==> src/hdl/imuco_pkg.sv <==
// Shared types, constants and helper functions of the IMU complementary
// orientation block. Depends on nothing; every other file uses it.
package imuco_pkg;

  // Fixed point format of angles and the CORDIC length
  localparam int FRAC_BITS = 16;
  localparam int CORDIC_STEPS = 16;
  localparam int ATAN_ENTRIES = 24;
  localparam int CORDIC_RUN = (CORDIC_STEPS < ATAN_ENTRIES) ? CORDIC_STEPS : ATAN_ENTRIES;

  // Datapath widths
  localparam int CFG_W = 17;
  localparam int SQRT_W = 48;
  localparam int SQRT_STEPS = SQRT_W / 2;
  localparam int CORD_W = 44;
  localparam int CAL_W = 48;
  localparam int DIV_W = (32 + FRAC_BITS > CAL_W) ? 32 + FRAC_BITS : CAL_W;
  localparam int DEN_W = 26;
  localparam int QUEUE_DEPTH = 2;
  localparam int QUEUE_PTR_W = $clog2(QUEUE_DEPTH);
  localparam int QUEUE_CNT_W = $clog2(QUEUE_DEPTH + 1);

  // Numeric constants
  localparam logic [DEN_W-1:0] GYRO_SCALE = DEN_W'(1000);
  localparam logic [16:0] WEIGHT_ONE = 17'd65536;
  localparam logic signed [31:0] NINETY = 32'(64'd90 << FRAC_BITS);
  localparam logic [CORD_W-1:0] NORM_LIMIT = CORD_W'(1) << 38;
  localparam logic [CORD_W-1:0] NORM_LIMIT_BYTE = NORM_LIMIT >> 8;

  // Register reset values
  localparam logic [15:0] RST_GYRO_SENS = 16'd131;
  localparam logic [16:0] RST_YAW_WEIGHT = 17'd62915;
  localparam logic [16:0] RST_TILT_WEIGHT = 17'd2621;
  localparam logic [15:0] RST_CALIB_SAMPLES = 16'd500;

  typedef enum logic [1:0] {
    REG_GYRO_SENS,
    REG_YAW_WEIGHT,
    REG_TILT_WEIGHT,
    REG_CALIB_SAMPLES
  } cfg_reg_t;

  typedef struct packed {
    logic signed [15:0] accel_x;
    logic signed [15:0] accel_y;
    logic signed [15:0] accel_z;
    logic signed [15:0] rate_x;
    logic signed [15:0] rate_y;
    logic signed [15:0] rate_z;
    logic [15:0]        elapsed_ms;
  } sample_t;

  typedef struct packed {
    logic signed [31:0] yaw_deg;
    logic signed [31:0] roll_deg;
    logic signed [31:0] pitch_deg;
    logic               calibrating;
  } result_t;

  typedef struct packed {
    logic [15:0] gyro_sensitivity;
    logic [16:0] yaw_gyro_weight;
    logic [16:0] tilt_gyro_weight;
    logic [15:0] calib_samples;
  } cfg_t;

  // Classified sample handed from the front end to the engine
  typedef struct packed {
    logic [16:0]        mag_x;
    logic [16:0]        mag_y;
    logic [16:0]        mag_z;
    logic               neg_x;
    logic               neg_y;
    logic               neg_z;
    logic [31:0]        sq_yz;
    logic [31:0]        sq_xz;
    logic [31:0]        sq_xy;
    logic signed [15:0] rate_x;
    logic signed [15:0] rate_y;
    logic signed [15:0] rate_z;
    logic [15:0]        elapsed_ms;
  } work_t;

  typedef logic [ATAN_ENTRIES-1:0][31:0] atan_tab_t;

  function automatic logic [16:0] mag16(logic signed [15:0] v);
    logic signed [16:0] e;
    e = {v[15], v};
    return v[15] ? 17'(-e) : 17'(e);
  endfunction

  function automatic logic signed [31:0] sat32(logic signed [63:0] v);
    if (v > 64'sd2147483647) return 32'sh7fffffff;
    if (v < -64'sd2147483648) return 32'sh80000000;
    return v[31:0];
  endfunction

  // atan(2^-i) in units of 1e-9 degree
  function automatic longint unsigned atan_nanodeg(int i);
    case (i)
      0: return 64'd45000000000;
      1: return 64'd26565051177;
      2: return 64'd14036243468;
      3: return 64'd7125016349;
      4: return 64'd3576334375;
      5: return 64'd1789910608;
      6: return 64'd895173710;
      7: return 64'd447614171;
      8: return 64'd223810500;
      9: return 64'd111905677;
      10: return 64'd55952892;
      11: return 64'd27976453;
      12: return 64'd13988227;
      13: return 64'd6994114;
      14: return 64'd3497057;
      15: return 64'd1748528;
      16: return 64'd874264;
      17: return 64'd437132;
      18: return 64'd218566;
      19: return 64'd109283;
      20: return 64'd54642;
      21: return 64'd27321;
      22: return 64'd13660;
      23: return 64'd6830;
      default: return 64'd0;
    endcase
  endfunction

  function automatic atan_tab_t atan_table();
    atan_tab_t t;
    longint unsigned nd;
    for (int i = 0; i < ATAN_ENTRIES; i++) begin
      nd = atan_nanodeg(i);
      t[i] = 32'(((nd << FRAC_BITS) + 64'd500000000) / 64'd1000000000);
    end
    return t;
  endfunction

  localparam atan_tab_t ATAN_Q = atan_table();

endpackage

==> src/hdl/imuco_sample_if.sv <==
// Input channel of the IMU orientation block: valid/ready and one raw sample.
// Depends on imuco_pkg for the sample type.
interface imuco_sample_if;
  logic               valid;
  logic               ready;
  imuco_pkg::sample_t data;

  modport source (output valid, output data, input ready);
  modport sink (input valid, input data, output ready);
endinterface

==> src/hdl/imuco_front.sv <==
// Front end: takes one raw sample, splits signs and magnitudes and forms the
// three sums of squares with one shared multiplier. Depends on imuco_pkg.
module imuco_front (
  input  logic             clk,
  input  logic             rst,
  imuco_sample_if.sink     sample,
  output logic             push_valid,
  input  logic             push_ready,
  output imuco_pkg::work_t push_data
);

  typedef enum logic [1:0] {F_IDLE, F_SQUARE, F_PUSH} front_state_t;

  front_state_t       state;
  imuco_pkg::sample_t hold;
  logic [1:0]         step;
  logic [30:0]        sq_x;
  logic [30:0]        sq_y;
  logic [30:0]        sq_z;
  logic [16:0]        mag_sel;
  logic [33:0]        sq_full;

  assign sample.ready = (state == F_IDLE);
  assign push_valid = (state == F_PUSH);

  // Select the axis to square this cycle
  always_comb begin
    case (step)
      2'd0: mag_sel = imuco_pkg::mag16(hold.accel_x);
      2'd1: mag_sel = imuco_pkg::mag16(hold.accel_y);
      default: mag_sel = imuco_pkg::mag16(hold.accel_z);
    endcase
    sq_full = 34'(mag_sel) * 34'(mag_sel);
  end

  // Assemble the classified record
  always_comb begin
    push_data.mag_x = imuco_pkg::mag16(hold.accel_x);
    push_data.mag_y = imuco_pkg::mag16(hold.accel_y);
    push_data.mag_z = imuco_pkg::mag16(hold.accel_z);
    push_data.neg_x = hold.accel_x[15];
    push_data.neg_y = hold.accel_y[15];
    push_data.neg_z = hold.accel_z[15];
    push_data.sq_yz = 32'(sq_y) + 32'(sq_z);
    push_data.sq_xz = 32'(sq_x) + 32'(sq_z);
    push_data.sq_xy = 32'(sq_x) + 32'(sq_y);
    push_data.rate_x = hold.rate_x;
    push_data.rate_y = hold.rate_y;
    push_data.rate_z = hold.rate_z;
    push_data.elapsed_ms = hold.elapsed_ms;
  end

  // Capture, square three axes, then hand over
  always_ff @(posedge clk) begin
    if (rst) begin
      state <= F_IDLE;
      step <= 2'd0;
    end else begin
      unique case (state)
        F_IDLE: begin
          if (sample.valid) begin
            hold <= sample.data;
            step <= 2'd0;
            state <= F_SQUARE;
          end
        end
        F_SQUARE: begin
          case (step)
            2'd0: sq_x <= sq_full[30:0];
            2'd1: sq_y <= sq_full[30:0];
            default: sq_z <= sq_full[30:0];
          endcase
          if (step == 2'd2) begin
            state <= F_PUSH;
          end else begin
            step <= step + 2'd1;
          end
        end
        F_PUSH: begin
          if (push_ready) begin
            state <= F_IDLE;
          end
        end
        default: state <= F_IDLE;
      endcase
    end
  end

endmodule

==> src/flat_wrapper.sv <==
// flat-port wrapper written by rule: the top's interface ports become plain ports
module imuco_front_flat 
  (clk, rst, push_valid, push_ready, push_data, sample_valid, sample_data, sample_ready);
  imuco_sample_if sample_i ();
  input  logic clk;
  input  logic rst;
  output logic push_valid;
  input  logic push_ready;
  output imuco_pkg::work_t push_data;
  input wire logic [$bits(sample_i.valid)-1:0] sample_valid;
  input wire logic [$bits(sample_i.data)-1:0] sample_data;
  output wire logic [$bits(sample_i.ready)-1:0] sample_ready;
  assign sample_i.valid = sample_valid;
  assign sample_i.data = sample_data;
  assign sample_ready = sample_i.ready;
  imuco_front u_core (.clk(clk), .rst(rst), .sample(sample_i), .push_valid(push_valid), .push_ready(push_ready), .push_data(push_data));
endmodule
==> config.mk <==
export PLATFORM = sky130hd
export DESIGN_NAME = imuco_front_flat
export DESIGN_NICKNAME = d
export VERILOG_FILES = /design/src/hdl/imuco_pkg.sv /design/src/hdl/imuco_sample_if.sv /design/src/hdl/imuco_front.sv /design/src/flat_wrapper.sv
export SDC_FILE = /design/constraint.sdc
export NUM_CORES = 1
export LEC_CHECK = 0
export ABC_CLOCK_PERIOD_IN_PS = 17400
export BUFFER_PORTS_ARGS = -buffer_cell sky130_fd_sc_hd__buf_2
export CORE_AREA = 2 2 186 188
export CTS_CLUSTER_SIZE = 20
export DETAILED_ROUTE_END_ITERATION = 7
export DIE_AREA = 0 0 188 190
export GPL_TIMING_DRIVEN = 0
export PLACE_DENSITY_LB_ADDON = 0.25
export SLEW_MARGIN = 10
export SYNTH_ARGS = -nofsm -noshare
export SYNTH_HDL_FRONTEND = slang
export SYNTH_SLANG_ARGS = --single-unit
==> constraint.sdc <==
create_clock -name clk -period 17.4 [get_ports clk]
set_clock_uncertainty 0.05 [all_clocks]
set_input_delay 0.87 -clock clk [delete_from_list [all_inputs] [get_ports clk]]
set_output_delay 0.87 -clock clk [all_outputs]
set_load 0.01 [all_outputs]
### After elaboration in Yosys (flattened, before gate mapping)

Index checks and enable logic that the tools add are counted.

| word-level totals | value |
|---|---|
| flip-flop bits (word level) | 209 |
| input port bits | 116 |
| output and inout bits | 216 |
| logic and storage cells | 51 |

| cells by class | value |
|---|---|
| add/subtract/negate cells | 7 |
| multipliers | 1 |
| eq/ne operators | 8 |
| multiplexer cells | 11 |
| bitwise logic cells | 2 |
| reductions and logical operators | 10 |

Operator list:

| kind | count |
|---|---|
| 31-bit by 31-bit adder with 32-bit output | 3 |
| 17-bit two-way mux | 3 |
| 16-bit negator with 17-bit output | 3 |
| 17-bit case mux with 2 select lines | 1 |
| 17-bit by 17-bit multiplier with 31-bit output | 1 |
| 3-bit AND reduction | 6 |
| 2-bit two-way mux | 5 |
| 2-bit case mux with 3 select lines | 1 |
| 2-bit by 1-bit == test with 1-bit output, second input constant | 2 |
| 2-bit == test, second input constant | 2 |
| 2-bit zero test | 2 |
| 2-bit by 1-bit inequality test with 1-bit output, second input constant | 2 |
| 2-bit inequality test, second input constant | 2 |
| 2-bit case mux with 2 select lines | 1 |
| 2-bit by 1-bit adder with 2-bit output, second input constant | 1 |
| 1-bit NOT | 2 |
| 2-bit nonzero test | 1 |
| 2-bit OR reduction | 1 |

### Logic depth before layout (Yosys ltp)

Gate-level depths: netlist (run 1).

| logic depth | value |
|---|---|
| word-level depth | 4 |
| depth in mapped cells | 30 |
| gate-level depth less buffers | 30 |

### Worst setup path after synthesis (run 1)

Ideal clock, no wire load.

| timing path | value |
|---|---|
| path type | input port to flip-flop |
| start point | input port rst |
| end point | register u_core.hold[100] in the netlist's numbering (enable) |
| setup time | 0.902 ns |
| arrival | 12.513 ns |
| required time | 16.448 ns |
| slack | 3.935 ns |
| stages | 1 |
| buffers on the path | 0 |
| cells stage by stage | nor4b_1 |

| on the way | value |
|---|---|
| longest elaborated chain between the ends | 2 |

Ends and longest elaborated chain:

| element | RTL line | text |
|---|---|---|
| from (decl) | flat_wrapper.sv:6 | `input logic rst;` |
| 1-bit NOT (no source line) | n/a |  |
| 3-bit AND reduction (no source line) | n/a |  |
| to (signal assigned) | imuco_front.sv:62 | `hold <= sample.data;` |
| to (decl) | imuco_front.sv:15 | `imuco_pkg::sample_t hold;` |

Every way passes these cells.
A chain may end at the register's enable or synchronous reset.

### Worst setup path after layout (run 1)

| timing path | value |
|---|---|
| start point | register u_core.hold[66] in the netlist's numbering |
| end point | register u_core.sq_z[29], data pin |

| on the way | value |
|---|---|
| longest elaborated chain between the ends | 4 |

Ends and longest elaborated chain:

| element | RTL line | text |
|---|---|---|
| 16-bit negator with 17-bit output | imuco_pkg.sv:89 | `return v[15] ? 17'(-e) : 17'(e);` |
| 17-bit two-way mux (*) | imuco_pkg.sv:89 |  |
| 17-bit case mux with 2 select lines (*) | imuco_front.sv:28 | `case (step)` |
| 17-bit by 17-bit multiplier with 31-bit output (*) | imuco_front.sv:33 | `sq_full = 34'(mag_sel) * 34'(mag_sel);` |
| named net u_core.sq_full[29] | imuco_front.sv:21 | `logic [33:0] sq_full;` |
| to (signal assigned) | imuco_front.sv:71 | `default: sq_z <= sq_full[30:0];` |
| to (decl) | imuco_front.sv:19 | `logic [30:0] sq_z;` |

Mark *: on every way through the listed nets, which the timed path passes. The rest lies on a longest branch.

==> impl_metrics.tcl, run 1 <==
set metrics [dict create \
    status "complete, no violations" \
    synth_edf_count 202 \
    fillCellCount 2702 \
    drtPass1Iterations 7 \
    io_buffers 328 \
    fin_nets 2688 \
    drc 0 \
    cp_slowest_cell "a221oi_1" \
    grt_setup_unrepaired "no" \
    core_area_mm2 0.03395 \
    grt_pass1_vias 14990 \
    pre_cts_ws_ns 8.364 \
    final_common_cell "buf_2" \
    dieArea_mm2 0.03572 \
    syn_area_mm2 0.01908 \
    cts_root_buffer "clkbuf_16" \
    wl_um 47350 \
    via_per_inst 5.381 \
    holdBufCountCts 0 \
    hpwl_um 39600 \
    drtIter0Drc 774 \
    worstSetupPathType "flop to flop" \
    worstHoldPathCells 1 \
    area_growth_pct 16.37 \
    cpPeakStageDelay_ns 1.00 \
    path_depth 27 \
    fmaxAchievable_mhz 109.7 \
    grt_first_pass_wirelength_um 75650 \
    cpMostUsedCell "fa_1" \
    final-setup-viol-count 0 \
    ys_ff_latch 206 \
    yosys_warnings 0 \
    cts_sinks 206 \
    top_usage_layer "met2" \
    synth_flop_cell "edfxtp_1" \
    required_ns 17.69 \
    cts_buffers 22 \
    synthArstFlopShare 0 \
    finalHoldViolations 0 \
    die-width_um 188 \
    critPathArrivalTime_ns 9.41 \
    route.vias.total 14350 \
    cp-end-kind "flop" \
    start_kind "flop" \
    r2r_slack_ns 8.28 \
    clkTransAtPathRegs_ns 0.06 \
    rows 68 \
    post-route-period-util 0.5241 \
    use_met3 0.04593 \
    yosysUniqueCellTypes 71 \
    cts_max_path_buffers 3 \
    worst_slew_pin_slew_ns 1.321 \
    clock_latency_ns 0.52 \
    fin_hold_ws_ns 0.4661 \
    netlist_instances 1805 \
    cts_setup_buffers 0 \
    drive_above_1_share 0.2160 \
    hold_path.class "input pin to flop" \
    place.gp.congestion 0.9307 \
    io_pins 332 \
    grt_util_met2 0.4861 \
    maxSlewHeadroom 0.1172 \
    htreeDepth 1 \
    most-common-layout-cells "buf_2, inv_1, edfxtp_1" \
    overflow 0 \
    fin_ws_ns 8.280 \
    drv_cap 0 \
    cts_tree "done" \
    fin_util 0.6542 \
    start_util 0.5621 \
    drv_slew 0 \
    critPathTopFamily "compound AO/OA/AOI/OAI gates" \
    grt_max_degree 31 \
    drtAntennaViolNets 0 \
    syn_area_per_cell_um2 10.57 \
    wire_per_inst_um 17.75 \
    cts_resized 0 \
    met1_usage 0.3138 \
    ys_seq_area_frac 0.3221 \
    worst-path-buf-inv 5 \
    crit_fanout 10 \
    grt_usage 0.2670 \
    antenna_found_initial 4 \
    dieHeight_um 190 \
    rr_worst_depth 27 \
    period_needed_ns 9.120 \
]
==> Yosys cell counts (5+ instances only) <==
cell,count,share of area
o21a_1,21,0.0083
or2_2,11,0.0036
nand2_1,138,0.027
a221o_1,8,0.0042
a21boi_0,5,0.0020
buf_4,73,0.029
o21ai_0,54,0.014
nand4_1,6,0.0020
o211ai_1,7,0.0028
nor2b_1,12,0.0039
a211o_1,6,0.0028
ha_1,187,0.12
a21o_1,33,0.013
inv_1,290,0.057
a2111oi_0,5,0.0023
a211oi_1,11,0.0043
nor4_1,5,0.0016
fa_1,191,0.20
xnor2_1,96,0.044
nor2_1,104,0.020
nand2b_1,13,0.0043
a31oi_1,12,0.0039
edfxtp_1,202,0.32
and3_1,10,0.0033
and2_1,15,0.0049
a21oi_1,73,0.019
xor2_1,37,0.017
o21bai_1,6,0.0024
clkbuf_1,27,0.0053
a22oi_1,6,0.0024
o41ai_1,6,0.0028
or3_1,5,0.0016
nand3_1,23,0.0060
nor3_1,28,0.0073
o31ai_1,11,0.0043
a221oi_1,5,0.0023
==> sequential cells by signal (all words and copies together) (netlist names) <==
name	count
u_core.step	2
u_core.push_data	67
u_core.sq_x	30
u_core.state	2
u_core.sq_z	30
u_core.hold	45
u_core.sq_y	30
==> cell type report <==
class	count	area (µm²)	share of cell area
Antenna cell	4	10.01	0.0004507
Buffer	103	663.1	0.02986
Clock buffer	22	550.5	0.02479
Clock inverter	16	155.1	0.006986
Inverter	295	1107	0.04986
Multi-Input combinational cell	1223	11260	0.5070
Sequential cell	206	6146	0.2767
Tap cell	455	569.3	0.02564
Timing Repair Buffer	343	1747	0.07865
==> logic make-up (layout without fill, tap and decap cells) <==
logic type,Yosys count,in the layout,synth area share
buffers and inverters,398,779,0.09277
and+or+nand+nor,387,387,0.09415
adders and majority gates,378,378,0.3230
AOI/OAI and AO/OA,299,299,0.1055
DFF,206,206,0.3221
xor gates and xnor gates,133,133,0.06104
other,2,28,0.0003935
muxes,2,2,0.001115
==> routing by layer <==
layer | up-vias | wire length, µm
met3 | 114 | 3623
met4 | 0 | 1994
met1 | 6865 | 18170
met5 | - | 0
li1 | 6784 | -
met2 | 589 | 23560
==> metrics by stage <==
| stage | setup TNS (ns) | std cells | area, µm² |
|---|---|---|---|
| finish | 0 | 2667 | 22210 |
| global placement | -8.634 | 2610 | 21380 |
| detailed placement | 0 | 2624 | 21490 |
| global route | 0 | 2667 | 22210 |
| floorplan | 0 | 1827 | 19170 |
| CTS | 0 | 2662 | 22190 |
==> worst paths after layout <==
check             startpoint              end
max reg2reg  u_core.hold[66]  u_core.sq_z[29]
min reg2reg   u_core.step[1]   u_core.step[1]
max          u_core.hold[66]  u_core.sq_z[29]
min          sample_data[84]  u_core.hold[84]
Power of run 1 is not shown: default switching activity piles up to over one toggle a cycle in this logic, so the estimate is an artifact.
==> inputs of run 2 (changes only) <==
--- a/config.mk
+++ b/config.mk
@@ -5,7 +5,7 @@
 export SDC_FILE = /design/constraint.sdc
 export NUM_CORES = 1
 export LEC_CHECK = 0
-export ABC_CLOCK_PERIOD_IN_PS = 17400
+export ABC_CLOCK_PERIOD_IN_PS = 8580
 export BUFFER_PORTS_ARGS = -buffer_cell sky130_fd_sc_hd__buf_2
 export CORE_AREA = 2 2 186 188
 export CTS_CLUSTER_SIZE = 20
==> constraint.sdc (replaced) <==
create_clock -name clk -period 8.58 [get_ports clk]
set_clock_uncertainty 0.05 [all_clocks]
set_input_delay 0.429 -clock clk [delete_from_list [all_inputs] [get_ports clk]]
set_output_delay 0.429 -clock clk [all_outputs]
set_load 0.01 [all_outputs]
==> impl_metrics.tcl, run 2 (synthesis gave the netlist of run 1 again) <==
set metrics [dict create \
    status "complete, no violations" \
    die-width_um 188 \
    drive_above_1_share 0.2253 \
    via_per_inst 5.454 \
    wire_per_inst_um 18.97 \
    finalHoldViolations 0 \
    hold_path.class "input pin to flop" \
    cts_sinks 206 \
    cp_slowest_cell "a221oi_4" \
    grt_first_pass_wirelength_um 80190 \
    cpPeakStageDelay_ns 0.54 \
    io_pins 332 \
    drc 0 \
    hpwl_um 39360 \
    worst_slew_pin_slew_ns 0.9663 \
    cts_root_buffer "clkbuf_16" \
    cts_tree "done" \
    period_needed_ns 8.281 \
    htreeDepth 1 \
    crit_fanout 10 \
    dieHeight_um 190 \
    cts_buffers 22 \
    grt_usage 0.2866 \
    required_ns 8.86 \
    rows 68 \
    fmaxAchievable_mhz 120.8 \
    area_growth_pct 21.35 \
    cts_max_path_buffers 3 \
    drtAntennaViolNets 0 \
    cp-end-kind "flop" \
    route.vias.total 14910 \
    final_common_cell "buf_2" \
    post-route-period-util 0.9652 \
    fin_nets 2756 \
    start_kind "flop" \
    io_buffers 328 \
    fin_setup_tns_ns 0 \
    largest_reg_flops 67 \
    wl_um 51850 \
    critPathArrivalTime_ns 8.56 \
    seqCellArea_mm2 0.006146 \
    clkTransAtPathRegs_ns 0.06 \
    place.gp.congestion 0.9262 \
    drtPass1Iterations 5 \
    grt_pass1_vias 15580 \
    r2r_slack_ns 0.30 \
    cpMostUsedCell "fa_1" \
    worstSetupPathType "flop to flop" \
    fillCellCount 2572 \
    core_area_mm2 0.03395 \
    multi_input_area_mm2 0.01145 \
    drv_cap 0 \
    dieArea_mm2 0.03572 \
    final-setup-viol-count 0 \
    clock_latency_ns 0.54 \
    antenna_found_initial 1 \
    drv_slew 0 \
    maxSlewHeadroom 0.3558 \
    grt_max_degree 31 \
    overflow 0 \
    most-common-layout-cells "buf_2, inv_1, edfxtp_1" \
    drtIter0Drc 914 \
    start_util 0.5621 \
]
[run 2: changes by cell type in the layout (fill, tap and decap cells not counted), moves of 4 or more]
cell	delta
dlygate4sd3_1	+73
clkbuf_1	-14
clkbuf_2	+12
buf_4	-10
buf_6	+8
a221oi_1	-4
clkinv_1	-4
xnor2_1	-4
xnor2_2	+4
[run 2: path summary, 6_finish.rpt]
| check | to | startpoint | cells past startpoint |
|---|---|---|---|
| max | u_core.sq_x[29] | u_core.hold[85] | 26 |
| max reg2reg | u_core.sq_x[29] | u_core.hold[85] | 26 |
| min reg2reg | u_core.step[1] | u_core.step[1] | 2 |
| min | u_core.push_data[0] | sample_data[0] | 1 |
[run 2: layer usage]
| metal | vias up | global-route usage | part of all wire |
|---|---|---|---|
| li1 | 6921 | - | - |
| met1 | 7130 | 0.3260 | 0.38 |
| met2 | 690 | 0.5214 | 0.50 |
| met3 | 164 | 0.05110 | 0.072 |
| met4 | 0 | 0.1381 | 0.056 |
| met5 | - | 0 | 0 |
[run 2: final cells by class]
cell class | instances | share of cell area
diodes | 1 | 0.0001081
plain buffers | 101 | 0.02934
clock buffers | 25 | 0.02426
clock inverters | 14 | 0.005457
inverters | 295 | 0.04809
multi-input cells | 1223 | 0.4943
flip-flops and latches | 206 | 0.2654
well taps | 455 | 0.02458
repair buffers | 413 | 0.1085
[run 2: stage by stage]
step             util  std cells  hold WS (ns)  setup slack (ns)  cell area (µm²)
2_1_floorplan       -       1827        0.4273            0.9079            19170
3_3_place_gp   0.6299       2610        0.4497           -0.7711            21380
3_5_place_dp   0.6333       2619        0.4671           -0.5194            21500
4_1_cts        0.6735       2720     0.0001640          0.001245            22860
5_1_grt        0.6821       2733      0.003807          -0.02221            23160
6_report       0.6821       2733       0.02180            0.2987            23160
[run 2: what timing repair did]
item                       4_1_cts  5_1_grt
pin swaps                        1        1
hold buffers                    61       12
setup endpoints to repair       36       33
gates resized for setup         16       46
setup buffers                    2        1
hold endpoints to repair        61       12
[run 2: critical path, delay by kind of cell, from the launching register on]
| kind | cells | cell delay [ns] |
|---|---|---|
| AO/OA/AOI/OAI | 9 | 2.60 |
| XOR/XNOR | 1 | 0.22 |
| adder cells (fa/ha/maj) | 7 | 3.28 |
| buffers and inverters | 5 | 0.54 |
| flip-flops | 1 | 0.49 |
| AND/OR/NAND/NOR | 4 | 0.89 |
Power of run 2 is left out for the same reason.
