### src/hdl/imuco_pkg.sv
// Shared types, constants and helper functions of the IMU complementary
// orientation block. Depends on nothing; every other file uses it.
package imuco_pkg;

  // Fixed point format of angles and the CORDIC length
  localparam int FRAC_BITS = 16;
  localparam int CORDIC_STEPS = 16;
  localparam int ATAN_ENTRIES = 24;
  localparam int CORDIC_RUN = (CORDIC_STEPS < ATAN_ENTRIES) ? CORDIC_STEPS : ATAN_ENTRIES;

  // Datapath widths
  localparam int CFG_W = 17;
  localparam int SQRT_W = 48;
  localparam int SQRT_STEPS = SQRT_W / 2;
  localparam int CORD_W = 44;
  localparam int CAL_W = 48;
  localparam int DIV_W = (32 + FRAC_BITS > CAL_W) ? 32 + FRAC_BITS : CAL_W;
  localparam int DEN_W = 26;
  localparam int QUEUE_DEPTH = 2;
  localparam int QUEUE_PTR_W = $clog2(QUEUE_DEPTH);
  localparam int QUEUE_CNT_W = $clog2(QUEUE_DEPTH + 1);

  // Numeric constants
  localparam logic [DEN_W-1:0] GYRO_SCALE = DEN_W'(1000);
  localparam logic [16:0] WEIGHT_ONE = 17'd65536;
  localparam logic signed [31:0] NINETY = 32'(64'd90 << FRAC_BITS);
  localparam logic [CORD_W-1:0] NORM_LIMIT = CORD_W'(1) << 38;
  localparam logic [CORD_W-1:0] NORM_LIMIT_BYTE = NORM_LIMIT >> 8;

  // Register reset values
  localparam logic [15:0] RST_GYRO_SENS = 16'd131;
  localparam logic [16:0] RST_YAW_WEIGHT = 17'd62915;
  localparam logic [16:0] RST_TILT_WEIGHT = 17'd2621;
  localparam logic [15:0] RST_CALIB_SAMPLES = 16'd500;

  typedef enum logic [1:0] {
    REG_GYRO_SENS,
    REG_YAW_WEIGHT,
    REG_TILT_WEIGHT,
    REG_CALIB_SAMPLES
  } cfg_reg_t;

  typedef struct packed {
    logic signed [15:0] accel_x;
    logic signed [15:0] accel_y;
    logic signed [15:0] accel_z;
    logic signed [15:0] rate_x;
    logic signed [15:0] rate_y;
    logic signed [15:0] rate_z;
    logic [15:0]        elapsed_ms;
  } sample_t;

  typedef struct packed {
    logic signed [31:0] yaw_deg;
    logic signed [31:0] roll_deg;
    logic signed [31:0] pitch_deg;
    logic               calibrating;
  } result_t;

  typedef struct packed {
    logic [15:0] gyro_sensitivity;
    logic [16:0] yaw_gyro_weight;
    logic [16:0] tilt_gyro_weight;
    logic [15:0] calib_samples;
  } cfg_t;

  // Classified sample handed from the front end to the engine
  typedef struct packed {
    logic [16:0]        mag_x;
    logic [16:0]        mag_y;
    logic [16:0]        mag_z;
    logic               neg_x;
    logic               neg_y;
    logic               neg_z;
    logic [31:0]        sq_yz;
    logic [31:0]        sq_xz;
    logic [31:0]        sq_xy;
    logic signed [15:0] rate_x;
    logic signed [15:0] rate_y;
    logic signed [15:0] rate_z;
    logic [15:0]        elapsed_ms;
  } work_t;

  typedef logic [ATAN_ENTRIES-1:0][31:0] atan_tab_t;

  function automatic logic [16:0] mag16(logic signed [15:0] v);
    logic signed [16:0] e;
    e = {v[15], v};
    return v[15] ? 17'(-e) : 17'(e);
  endfunction

  function automatic logic signed [31:0] sat32(logic signed [63:0] v);
    if (v > 64'sd2147483647) return 32'sh7fffffff;
    if (v < -64'sd2147483648) return 32'sh80000000;
    return v[31:0];
  endfunction

  // atan(2^-i) in units of 1e-9 degree
  function automatic longint unsigned atan_nanodeg(int i);
    case (i)
      0: return 64'd45000000000;
      1: return 64'd26565051177;
      2: return 64'd14036243468;
      3: return 64'd7125016349;
      4: return 64'd3576334375;
      5: return 64'd1789910608;
      6: return 64'd895173710;
      7: return 64'd447614171;
      8: return 64'd223810500;
      9: return 64'd111905677;
      10: return 64'd55952892;
      11: return 64'd27976453;
      12: return 64'd13988227;
      13: return 64'd6994114;
      14: return 64'd3497057;
      15: return 64'd1748528;
      16: return 64'd874264;
      17: return 64'd437132;
      18: return 64'd218566;
      19: return 64'd109283;
      20: return 64'd54642;
      21: return 64'd27321;
      22: return 64'd13660;
      23: return 64'd6830;
      default: return 64'd0;
    endcase
  endfunction

  function automatic atan_tab_t atan_table();
    atan_tab_t t;
    longint unsigned nd;
    for (int i = 0; i < ATAN_ENTRIES; i++) begin
      nd = atan_nanodeg(i);
      t[i] = 32'(((nd << FRAC_BITS) + 64'd500000000) / 64'd1000000000);
    end
    return t;
  endfunction

  localparam atan_tab_t ATAN_Q = atan_table();

endpackage

### src/hdl/imuco_queue.sv
// Short queue of classified samples between front end and engine.
// Depends on imuco_pkg for the record type and depth.
module imuco_queue (
  input  logic             clk,
  input  logic             rst,
  input  logic             push_valid,
  output logic             push_ready,
  input  imuco_pkg::work_t push_data,
  output logic             pop_valid,
  input  logic             pop_ready,
  output imuco_pkg::work_t pop_data
);

  localparam int PW = imuco_pkg::QUEUE_PTR_W;
  localparam int CW = imuco_pkg::QUEUE_CNT_W;

  imuco_pkg::work_t entries [imuco_pkg::QUEUE_DEPTH];
  logic [PW-1:0] wr_ptr;
  logic [PW-1:0] rd_ptr;
  logic [CW-1:0] count;
  logic          push;
  logic          pop;

  assign push_ready = (count != CW'(imuco_pkg::QUEUE_DEPTH));
  assign pop_valid = (count != '0);
  assign pop_data = entries[rd_ptr];
  assign push = push_valid && push_ready;
  assign pop = pop_valid && pop_ready;

  // Advance pointers and track fill level
  always_ff @(posedge clk) begin
    if (rst) begin
      wr_ptr <= '0;
      rd_ptr <= '0;
      count <= '0;
    end else begin
      if (push) begin
        entries[wr_ptr] <= push_data;
        wr_ptr <= (wr_ptr == PW'(imuco_pkg::QUEUE_DEPTH - 1)) ? '0 : wr_ptr + PW'(1);
      end
      if (pop) begin
        rd_ptr <= (rd_ptr == PW'(imuco_pkg::QUEUE_DEPTH - 1)) ? '0 : rd_ptr + PW'(1);
      end
      if (push && !pop) begin
        count <= count + CW'(1);
      end else if (pop && !push) begin
        count <= count - CW'(1);
      end
    end
  end

`ifndef SYNTHESIS
  a_queue_bound: assert property (@(posedge clk) disable iff (rst)
    count <= CW'(imuco_pkg::QUEUE_DEPTH))
    else $error("queue fill level beyond depth");
`endif

endmodule

### config.mk
export PLATFORM = sky130hd
export DESIGN_NAME = imuco_queue
export DESIGN_NICKNAME = d
export VERILOG_FILES = /design/src/hdl/imuco_pkg.sv /design/src/hdl/imuco_queue.sv
export SDC_FILE = /design/constraint.sdc
export NUM_CORES = 1
export LEC_CHECK = 0
export ABC_AREA = 1
export BUFFER_PORTS_ARGS = -buffer_cell sky130_fd_sc_hd__buf_4
export CORE_MARGIN = 10
export CORE_UTILIZATION = 46
export CTS_BUF_LIST = sky130_fd_sc_hd__clkbuf_4 sky130_fd_sc_hd__clkbuf_8
export DETAILED_ROUTE_END_ITERATION = 8
export GPL_TIMING_DRIVEN = 0
export PLACE_DENSITY = 0.8
export RECOVER_POWER = 100
export SLEW_MARGIN = 20
export SYNTH_ARGS = -nofsm -noshare
export SYNTH_HDL_FRONTEND = slang
export SYNTH_SLANG_ARGS = --single-unit
### constraint.sdc
create_clock -name clk -period 47.9 [get_ports clk]
set_input_delay 2.395 -clock clk [delete_from_list [all_inputs] [get_ports clk]]
set_output_delay 2.395 -clock clk [all_outputs]
set_load 0.05 [all_outputs]
# Word level (Yosys, flattened, before mapping)
# Memory sizes are Yosys's and may differ from the RTL's. A register that Yosys moved wholly into a read port is not among the register bits.
# Index checks and enable logic that the tools add are counted.
# word_totals
regBits	4
ram_bits	428
in_bits	218
out_inout_bits	216
word_cells	26
mem_count	1
# mem_list
memory	words	word_bits	rd	rd_clocked_by_memory_dff	wr	line	text
entries	2	214	1	1	1	imuco_queue.sv:17	imuco_pkg::work_t entries [imuco_pkg::QUEUE_DEPTH];
# op_classes
addsub	4
eq_ne	1
mux	9
n_reduce_logical	8
# op_table
op	n
$mux 1	7
$logic_and 1x1->1	4
$mux 2	2
$reduce_bool 2->1	2
$add 1x1->1 const B	2
$add 2x1->2 const B	1
$logic_not 1->1	2
$ne 2x2->1 const B	1
$sub 2x1->2 const B	1

# Longest topological paths before layout
# Gate-level depths: netlist of the first run.
# logic_depth
word_depth	6
ltp_mapped	11
mapped_depth_nobuf	11

# Least setup slack after synthesis of the first run
# Ideal clock, no wire load.
# synth_path
path_kind	in2reg
start	in push_valid
end	mem entries[1][0] (netlist bit) (enable)
setup_time_ps	1050
t_arrival_ps	16902
required_time_ps	46850
setup_slack_ps	29948
path_stages	2
path_buffers	0
path_cell_list	nand2_1 -> nor3_1
# synth_between
elab_chain_cells	4
# synth_rtl
element	line	text
start, declared	imuco_queue.sv:6	input logic push_valid,
$logic_and 1x1->1	imuco_queue.sv:27	assign push = push_valid && push_ready;
$mux 1	imuco_queue.sv:37	if (push) begin
$mux 1	imuco_queue.sv:32	if (rst) begin
$mux 1 (implied by the code)	imuco_queue.sv:38	entries[wr_ptr] <= push_data;
end, declared	imuco_queue.sv:17	
# No other way between the ends.

# Final worst setup path of the first run
# layout_path
start	in push_valid
end	mem entries[0][190] (netlist bit) (enable)
# layout_between
elab_chain_cells	4
# layout_rtl
element	line	text
$logic_and 1x1->1	imuco_queue.sv:27	
net push	imuco_queue.sv:21	logic push;
$mux 1	imuco_queue.sv:37	
$mux 1	imuco_queue.sv:32	
$mux 1 (implied by the code)	imuco_queue.sv:38	
# The timed path passes the listed nets, and every way through them passes these cells.

==> impl_results.md, run 1 <==
- Register-to-Register Setup Slack: 40.98 ns
- Slew Limit Headroom: -14.3%
- Residual DRC: 0
- Vias per cell: 4.84
- Setup TNS Final: 0 ns
- Fill cell count: 2701
- Worst setup path class: in -> reg
- Yosys top cell area share: 78.6%
- Via count: 8503
- Root Buffer: clkbuf_8
- CTS Buffer Depth: 3
- Layout cells sized above 1: 39.6%
- DIE AREA: 43500 um2
- R2R Path Start: count[0]
- Initial antenna violation count: 6
- CTS tree: built
- Synth top area cells: edfxtp_1, mux2_4, mux2_2, buf_6, dfxtp_1
- Synth cell types: 15
- Pin count of the biggest net entering global routing: 27
- DP HPWL: 29.7 mm
- YS warnings: 0
- Postcts setup bufs: 0
- Area of the multi-input gates: 2630 um2
- Nets@finish: 1464
- Routed Antenna Nets: 0
- Pins Over Slew Limit: 48
- Cell area after layout: 20700 um2
- Htree depth: 3
- Cell row count: 68
- Hold Vio Cnt, Final: 0
- 1st-iter DRT viols: 338
- Routed WL: 39.3 mm
- Core ar.: 34800 um2
- # port buffers: 433
- Failing checks: max-capacitance violations, max-slew violations
- Post-synth top area cell: edfxtp_1
- Total grt overflow: 0
- Post-DR wirelength/cell: 22.4 um
- Final core occ: 59.5%
- Worst hold-check path type: reg -> reg
- CTS resizes: 0
- First-pass GRT wire length: 57.9 mm
- CTS Hold Buffers Added: 0
- Number of synthesized register bits: 433
- Setup Skew: 0.0229 ns
- Die Wd: 208 um
- Post-DP Area: 20600 um2
- Critical Path Sink: entries[0][190]
- Total track usage: 17.5%
- Worst-path clk slew: 0.06 ns
- Setup Viol. Count Final: 0
- Max VDD drop: 0.0471 mV
- Fmax: 121 MHz
- Post-route minimum period: 8.24 ns
- Sequential Area: 13000 um2
- Fin crit share: 17.2%
- Tot Pwr: 1.11 mW
- Critical Path Source: push_valid
- Synth Cell Area: 16300 um2
- CTS sink cnt: 433
- Crit path required time: 48.09 ns
- Nature of the critical path startpoint: input pin
- Syn Nets: 922
- Worst Max-Slew Pin Slew: 1.71 ns
- Total CTS buffers: 71
- Die H: 208 um
- WHS: 0.481 ns
- Pre-antenna DRT Iters: 5
- Seq/Total Area, Yosys: 79.3%
- Clk_lat worst skew: 0.60 ns
- R2R depth: 10
- PwrDens: 53.6 nW/um2
- CP Max Fanout: 26
- Initial Util: 47.0%
- Layout overhead on the synthesized area: 26.7%
- Routability Congestion: 0.736
- Vias in the first global route: 9330
- Unrepaired setup endpoints after global routing: false
- Post-Synthesis Cells: 703
- Status: complete, but fails checks
- Syn Area/Cell: 23.2 um2
- # IOs: 434
- Critical R2R Capture: entries[0][190]
- Worst Setup End Kind: register
- P_leak: 7.48 nW
- Data arrival time of the critical path: 8.43 ns
- MaxCap Viol Count: 2
==> area by class of cell <==
cell class	count	area share, %
sequential	433	62.5
timing repair buffer	469	14.6
multi-input combinational	238	12.7
clock buffer	91	5.53
tap	455	2.75
clock inverter	34	1.26
buffer	24	0.471
inverter	8	0.145
antenna	4	0.0483
==> registers in the layout, indices dropped and copies added, names as in the netlist, named ones only <==
name and flops:
entries 428, count 2, rd_ptr 1, wr_ptr 1
==> cells in the mapped netlist <==
cell / instances
mux2_4: 160
nand4_1: 1
buf_6: 19
edfxtp_1: 428
ha_1: 1
inv_1: 8
nand2_1: 11
buf_2: 5
nand3_1: 2
nor3_1: 1
nor2_1: 4
dfxtp_1: 5
o21ai_0: 1
a21oi_1: 3
mux2_2: 54
==> cell usage in the layout (no fill, tap or decap), types with 3 or more instances in the layout <==
master     netlist  layout
clkbuf_1         0     154
edfxtp_1       428     428
bufinv_16        0       4
mux2_4         160      28
mux2_2          54      41
clkbuf_8         0      74
diode_2          0       4
nand2_1         11      11
dfxtp_1          5       5
clkinv_2         0       8
nor2_1           4       4
clkinv_1         0      18
a21oi_1          3       3
mux2_1           0     145
inv_1            8       8
clkbuf_4         0     184
buf_4            0     169
==> cells by family after synthesis <==
group	count (synthesis)	share of synthesized area (%)
DFF	433	79.3
adders and majority gates	1	0.0766
muxes	214	18.4
buffers and inverters	32	1.65
and+or+nand+nor	19	0.475
AOI/OAI and AO/OA	4	0.122
==> through the flow <==
| stage | worst slack, ns | instances |
|---|---|---|
| final | 39.66 | 1756 |
| after global routing | 38.97 | 1754 |
| after CTS | 43.33 | 1752 |
| after detailed placement | 42.82 | 1627 |
| after global placement | 21.77 | 1591 |
| after floorplan | 29.95 | 703 |
==> worst min path at each step <==
| stage | from | end | cells past startpoint |
|---|---|---|---|
| global route | wr_ptr | wr_ptr | 2 |
| CTS | wr_ptr | wr_ptr | 2 |
| floorplan | wr_ptr | wr_ptr | 2 |
| detailed placement | wr_ptr | wr_ptr | 2 |
| global placement | wr_ptr | wr_ptr | 2 |
| finish | wr_ptr | wr_ptr | 2 |
==> layer usage <==
| metal | GRT usage (%) | wire (um) |
|---|---|---|
| met1 | 17.5 | 13500 |
| met2 | 31.4 | 20800 |
| met3 | 7.86 | 4010 |
| met4 | 6.50 | 1050 |
| met5 | 0 | 21 |
==> worst max-delay path, stage by stage <==
cell and delay [ns]:
clkbuf_4 0.11, nand2_1 0.09, inv_1 0.09, nand2_1 0.07, nor2_1 1.27, clkbuf_1 1.06
clkbuf_1 1.08, clkbuf_1 1.04, clkbuf_1 1.19
==> power breakdown <==
group	switching (mW)	total (mW)	internal, mW	leakage, nW
registers	0.00612	0.458	0.452	3.96
clock network	0.138	0.316	0.178	0.735
logic	0.240	0.336	0.0965	2.78
total	0.384	1.11	0.727	7.48
No activity file was read; power rests on OpenSTA's default activity.
==> run 2: changes to the inputs <==
--- a/config.mk
+++ b/config.mk
@@ -12,7 +12,7 @@
 export CTS_BUF_LIST = sky130_fd_sc_hd__clkbuf_4 sky130_fd_sc_hd__clkbuf_8
 export DETAILED_ROUTE_END_ITERATION = 8
 export GPL_TIMING_DRIVEN = 0
-export PLACE_DENSITY = 0.8
+export PLACE_DENSITY = 0.83
 export RECOVER_POWER = 100
 export SLEW_MARGIN = 20
 export SYNTH_ARGS = -nofsm -noshare
==> constraint.sdc (replaced) <==
create_clock -name clk -period 7 [get_ports clk]
set_input_delay 0.35 -clock clk [delete_from_list [all_inputs] [get_ports clk]]
set_output_delay 0.35 -clock clk [all_outputs]
set_load 0.05 [all_outputs]
==> run 2 against run 1 <==
The flow now finishes without violations. Register-to-register slack worse by 38 ns. Clock-buffer cell count is 2 lower. Core utilization is 6.1 points higher. Total power grew to 6.9 times the previous value. Global-route usage is 3.0 points higher. Clock skew is 0.0089 ns higher. Worst setup slack worse by 37 ns. Clock power grew to 6.5 times the previous value. Sequential share of layout area is 5.8 points lower. Critical path depth is 2 higher. Sequential power grew to 6.9 times the previous value. Sequential cell count stayed put. Critical path type is now reg -> reg.
==> impl_results.md, run 2 (synthesis gave the netlist of run 1 again) <==
- Status: complete, no violations
- Initial Util: 47.0% (unchanged)
- 1st-iter DRT viols: 515 (+52%)
- Total track usage: 20.6% (+3.0 points)
- CTS Buffer Depth: 3 (unchanged)
- # port buffers: 433 (unchanged)
- Largest reg by FF count: entries
- Net Sw Frac: 35.7% (+1.2 points)
- Pins Over Slew Limit: 0 (-100%)
- MaxCap Viol Count: 0 (-2)
- Worst hold-check path type: in -> reg
- Worst setup path class: reg -> reg
- Core ar.: 34800 um2 (unchanged)
- Setup Skew: 0.0318 ns (+0.00890 ns)
- Max VDD drop: 0.291 mV (+520%)
- Pre-antenna DRT Iters: 4 (-1)
- Via count: 9678 (+14%)
- Slowest-stage cell, CP: nor2_1
- P_leak: 8.33 nW (+11%)
- Htree depth: 3 (unchanged)
- CTS Hold Buffers Added: 216 (+216)
- Tot Pwr: 7.66 mW (+590%)
- Die H: 208 um (unchanged)
- Routed WL: 46.1 mm (+17%)
- Vias per cell: 4.94 (+2.0%)
- Commonest non-fill, non-tap cell in the layout: edfxtp_1
- Largest registers: entries (428), count (2)
- Clk network pwr share: 26.9% (-1.6 points)
- CP Max Fanout: 24 (-7.7%)
- Worst Setup End Kind: register
- CP dominant cell by count: nand2_1
- Data arrival time of the critical path: 4.67 ns (-3.76 ns)
- Routability Congestion: 0.762 (+3.6%)
- PwrDens: 336 nW/um2 (+530%)
- Sequential share of power: 41.0% (-0.3 points)
- CTS resizes: 0 (unchanged)
- Die Wd: 208 um (unchanged)
- Cell internal pwr: 4.93 mW (+580%)
- CTS sink cnt: 433 (unchanged)
- Fmax: 229 MHz
- Max FFs per register: 428 (unchanged)
- Most frequent cells in the layout: edfxtp_1, dlygate4sd3_1, buf_4
- Initial antenna violation count: 2 (-4)
- Setup Viol. Count Final: 0 (unchanged)
- Clk_lat worst skew: 0.62 ns (+0.02 ns)
- Total CTS buffers: 70 (-1.4%)
- DIE AREA: 43500 um2 (unchanged)
- Layout cells sized above 1: 33.6% (-5.9 points)
- Routed Antenna Nets: 0 (unchanged)
- Post-Layout Cell Count: 1959 (+12%)
- Worst-path clk slew: 0.06 ns (about the same)
- Cell row count: 68 (unchanged)
- P_sw: 2.74 mW (+610%)
- Root Buffer: clkbuf_8
- Post-route minimum period: 4.37 ns
- Sequential Area: 13000 um2 (unchanged)
- Nature of the critical path startpoint: register
- CP Cell Sequence: inv_1 -> nand2_1 -> nand2_1 -> inv_1 -> nand2_1 -> nor2_1 -> clkbuf_1 -> clkbuf_1 -> buf_12 -> buf_16 -> buf_16
- Fin crit share: 62.5%
- Hold Vio Cnt, Final: 0 (unchanged)
- Fill cell count: 2393 (-11%)
- Crit path required time: 7.30 ns (-40.79 ns)
- Layout overhead on the synthesized area: 39.7%
- Vias in the first global route: 10900 (+17%)
- Total grt overflow: 0 (unchanged)
- Worst Max-Slew Pin Slew: 1.44 ns (-0.271 ns)
- Setup TNS Final: 0 ns (unchanged)
- DP HPWL: 29.1 mm (-1.9%)
- Cell count after placement: 1618 (-0.55%)
- CTS tree: built
- Logic pwr share: 32.1% (+1.8 points)
- Unrepaired setup endpoints after global routing: false
- Nets@finish: 1670 (+14%)
- Crit-path max cell delay: 1.01 ns (-0.26 ns)
- Postcts setup bufs: 0 (unchanged)
- Slew Limit Headroom: 4.15% (+18 points)
- Post-DR wirelength/cell: 23.5 um (+5.2%)
- Residual DRC: 0 (unchanged)
- First-pass GRT wire length: 67.8 mm (+17%)
- # IOs: 434 (unchanged)
- Area of the multi-input gates: 2620 um2 (-0.29%)
- Pin count of the biggest net entering global routing: 25 (-7.4%)
==> run 2: cell count changes in the layout (fill, tap and decap cells not counted), moves of 4 or more <==
cell / previous run / this run
dlygate4sd3_1: 0 / 216
clkbuf_4: 184 / 168
buf_4: 169 / 176
clkbuf_1: 154 / 147
mux2_1: 145 / 150
buf_8: 0 / 4
clkinvlp_4: 2 / 6
==> run 2: critical path: cells and delay by family (launching register included) <==
family	cells	cell delay, ns
buf+inv	7	2.40
flops	1	0.33
simple gates	4	1.28
==> run 2: cell type report <==
| cell class | count | area share [%] |
|---|---|---|
| multi-input cells | 238 | 11.5 |
| repair buffers | 676 | 23.0 |
| inverters | 8 | 0.132 |
| diodes | 3 | 0.0329 |
| flip-flops and latches | 433 | 56.8 |
| clock buffers | 89 | 4.87 |
| plain buffers | 24 | 0.428 |
| well taps | 455 | 2.49 |
| clock inverters | 33 | 0.800 |
==> run 2: final timing paths <==
kind	start	end	slack, ns	cells past startpoint
max	count[0]	entries[0][161]	2.63	11
max reg2reg	count[0]	entries[0][161]	2.63	11
min reg2reg	wr_ptr	wr_ptr	0.47	2
min	push_valid	wr_ptr	0.09	4
==> run 2: power by group through the flow <==
stage,clock (mW),sequential (mW),combinational [mW]
final,2.06,3.14,2.46
after global placement,0,3.22,2.60
after CTS,2.08,3.14,2.82
after global routing,2.23,3.15,2.55
after floorplan,0,3.20,1.87
after detailed placement,0,3.19,2.70
==> run 2: stage by stage <==
step / util, % / setup slack [ns] / hold WS, ns / instance area, um2
global placement: 58.0 / -2.02 / 0.456 / 20200
floorplan: - / 0.507 / 0.419 / 16400
CTS: 69.4 / 4.30 / 0.0927 / 24200
finish: 65.6 / 2.63 / 0.0932 / 22800
detailed placement: 59.5 / 4.33 / 0.464 / 20700
global route: 65.6 / 2.16 / 0.0878 / 22800
==> run 2: routing by layer <==
metal	part of all wire [%]	GRT usage, %	vias up
li1	-	-	4312
met1	35	21.2	4859
met2	54	37.7	399
met3	7.4	6.47	106
met4	3.5	8.39	2
met5	0.028	0	-
==> run 3: changes to the inputs <==
--- a/config.mk
+++ b/config.mk
@@ -12,7 +12,7 @@
 export CTS_BUF_LIST = sky130_fd_sc_hd__clkbuf_4 sky130_fd_sc_hd__clkbuf_8
 export DETAILED_ROUTE_END_ITERATION = 8
 export GPL_TIMING_DRIVEN = 0
-export PLACE_DENSITY = 0.83
+export PLACE_DENSITY = 0.8
 export RECOVER_POWER = 100
 export SLEW_MARGIN = 20
 export SYNTH_ARGS = -nofsm -noshare
==> constraint.sdc (replaced) <==
create_clock -name clk -period 4.1 [get_ports clk]
set_input_delay 0.205 -clock clk [delete_from_list [all_inputs] [get_ports clk]]
set_output_delay 0.205 -clock clk [all_outputs]
set_load 0.05 [all_outputs]
==> run 3 against run 2 <==
Maximum frequency increased by 39%. Clock-buffer cell count increased by 12. Worst setup slack got worse by 1.7 ns. Largest cell class unchanged.
==> impl_results.md, run 3 (synthesis gave the netlist of run 1 again) <==
- Status: complete, no violations
- Most frequent cells in the layout: edfxtp_1, dlygate4sd3_1, clkbuf_1
- Unrepaired setup endpoints after global routing: false
- Sequential Area: 13000 um2 (unchanged)
- Initial Util: 47.0% (unchanged)
- Top sig layer: met5
- Post-DR wirelength/cell: 23.3 um (-0.98%)
- Cell row count: 68 (unchanged)
- Crit path required time: 4.39 ns (-2.91 ns)
- Final core occ: 66.8% (+1.2 points)
- 1st-iter DRT viols: 440 (-15%)
- Vias in the first global route: 11000 (+0.75%)
- Routability Congestion: 0.748 (-1.9%)
- CTS Hold Buffers Added: 217 (+0.46%)
- Via count: 9720 (+0.43%)
- Max VDD drop: 0.443 mV (+52%)
- Routed WL: 45.8 mm (-0.63%)
- DIE AREA: 43500 um2 (unchanged)
- Root Buffer: clkbuf_8
- R2R Path Start: count[0]
- Fill cell count: 2383 (-0.42%)
- Fmax: 318 MHz (+39%)
- PwrDens: 576 nW/um2 (+72%)
- Setup Skew: 0.0252 ns (-0.00660 ns)
- CTS tree: built
- P_leak: 8.55 nW (+2.6%)
- Htree depth: 3 (unchanged)
- WL met2: 24.5 mm (-1.8%)
- Hold_sp: push_valid
- # port buffers: 433 (unchanged)
- Critical Path Source: count[0]
- Nets@finish: 1673 (+0.18%)
- MaxCap Viol Count: 0 (unchanged)
- Setup TNS Final: 0 ns (unchanged)
- Largest registers: entries (428), count (2)
- Hold Vio Cnt, Final: 0 (unchanged)
- Fin crit share: 76.6% (+14 points)
- Commonest non-fill, non-tap cell in the layout: edfxtp_1
- Vias per cell: 4.94 (about the same)
- Slew Limit Headroom: 14.4% (+10 points)
- Initial antenna violation count: 5 (+3)
- Residual DRC: 0 (unchanged)
- Pins Over Slew Limit: 0 (unchanged)
- Total grt overflow: 0 (unchanged)
- Data arrival time of the critical path: 3.43 ns (-1.24 ns)
- Routed Antenna Nets: 0 (unchanged)
- Area of the multi-input gates: 2940 um2 (+12%)
- Max FFs per register: 428 (unchanged)
- Postcts setup bufs: 0 (unchanged)
- Worst Max-Slew Pin Slew: 1.28 ns (-0.159 ns)
- Met1 WL: 15.9 mm (-1.3%)
- Total CTS buffers: 71 (+1.4%)
- Pre-antenna DRT Iters: 4 (unchanged)
- Pin count of the biggest net entering global routing: 27 (+8.0%)
- Nature of the critical path startpoint: register
- Tot Pwr: 13.4 mW (+75%)
- CP Max Fanout: 22 (-8.3%)
- Worst hold-check path type: in -> reg
- CTS sink cnt: 433 (unchanged)
- DP HPWL: 29.4 mm (+0.83%)
- Post-route minimum period: 3.14 ns (-1.23 ns)
- Die Wd: 208 um (unchanged)
- CTS Buffer Depth: 3 (unchanged)
- Worst Setup End Kind: register
- # IOs: 434 (unchanged)
- Worst setup path class: reg -> reg
- Core ar.: 34800 um2 (unchanged)
- Worst-path clk slew: 0.05 ns (about the same)
- Layout overhead on the synthesized area: 42.3%
- Setup Viol. Count Final: 0 (unchanged)
- Met3 Wirelength: 3.62 mm (+6.8%)
- First-pass GRT wire length: 68.6 mm (+1.3%)
- Total track usage: 20.7% (+0.16 points)
- Die H: 208 um (unchanged)
- Largest reg by FF count: entries
- Clk_lat worst skew: 0.61 ns (about the same)
- CTS resizes: 0 (unchanged)
- Layout cells sized above 1: 36.2% (+2.6 points)
run 3: cell count changes in the layout (fill, tap and decap cells not counted), sizes merged:
cell / change
clkbuf: +69
clkinvlp: -2
buf: -56
dlygate4sd3: +1
clkinv: -6
diode: +1
run 3: area by class of cell:
cell class	instances	area share (%)
Clock buffer	101	5.30
Multi-Input combinational cell	238	12.6
Buffer	24	0.742
Sequential cell	433	55.7
Tap cell	455	2.45
Clock inverter	25	0.613
Antenna cell	4	0.0430
Inverter	8	0.140
Timing Repair Buffer	678	22.4
run 3: through the flow:
| step | hold slack (ns) | instance area [um2] | cells | setup slack, ns |
|---|---|---|---|---|
| final | 0.130 | 23300 | 1966 | 0.959 |
| after global routing | 0.106 | 23300 | 1965 | 0.777 |
| after CTS | 0.00824 | 24300 | 1962 | 1.66 |
| after detailed placement | 0.392 | 20700 | 1619 | 1.68 |
| after global placement | 0.389 | 20200 | 1591 | -4.80 |
| after floorplan | 0.274 | 16400 | 703 | -2.01 |
run 3: routing by layer:
metal | global-route usage [%] | vias to the layer above
met5 | 0 | -
met3 | 6.47 | 91
li1 | - | 4326
met4 | 9.36 | 4
met2 | 37.4 | 431
met1 | 21.6 | 4868
run 3: path summary, 6_finish.rpt:
path         cells past startpoint  slack (ns)               to
max                             11        0.96  entries[0][192]
min                              5        0.13         count[0]
min reg2reg                      2        0.51         register
max reg2reg                     11        0.96  entries[0][192]
run 3: critical path: stages, from the launching register on:
cell     delay, ns
dfxtp_1       0.38
inv_4         0.06
nand2_1       0.14
nand2_4       0.07
inv_1         0.08
nand2_1       0.09
nor2_1        0.98
buf_16        0.26
buf_12        0.19
buf_16        0.18
buf_12        0.20
buf_16        0.18
run 3: report_power, final:
part	total, mW	switching [mW]	internal, mW
combinational	4.37	2.96	1.41
clock	3.67	1.67	2.00
sequential	5.36	0.0921	5.27
total	13.4	4.72	8.68
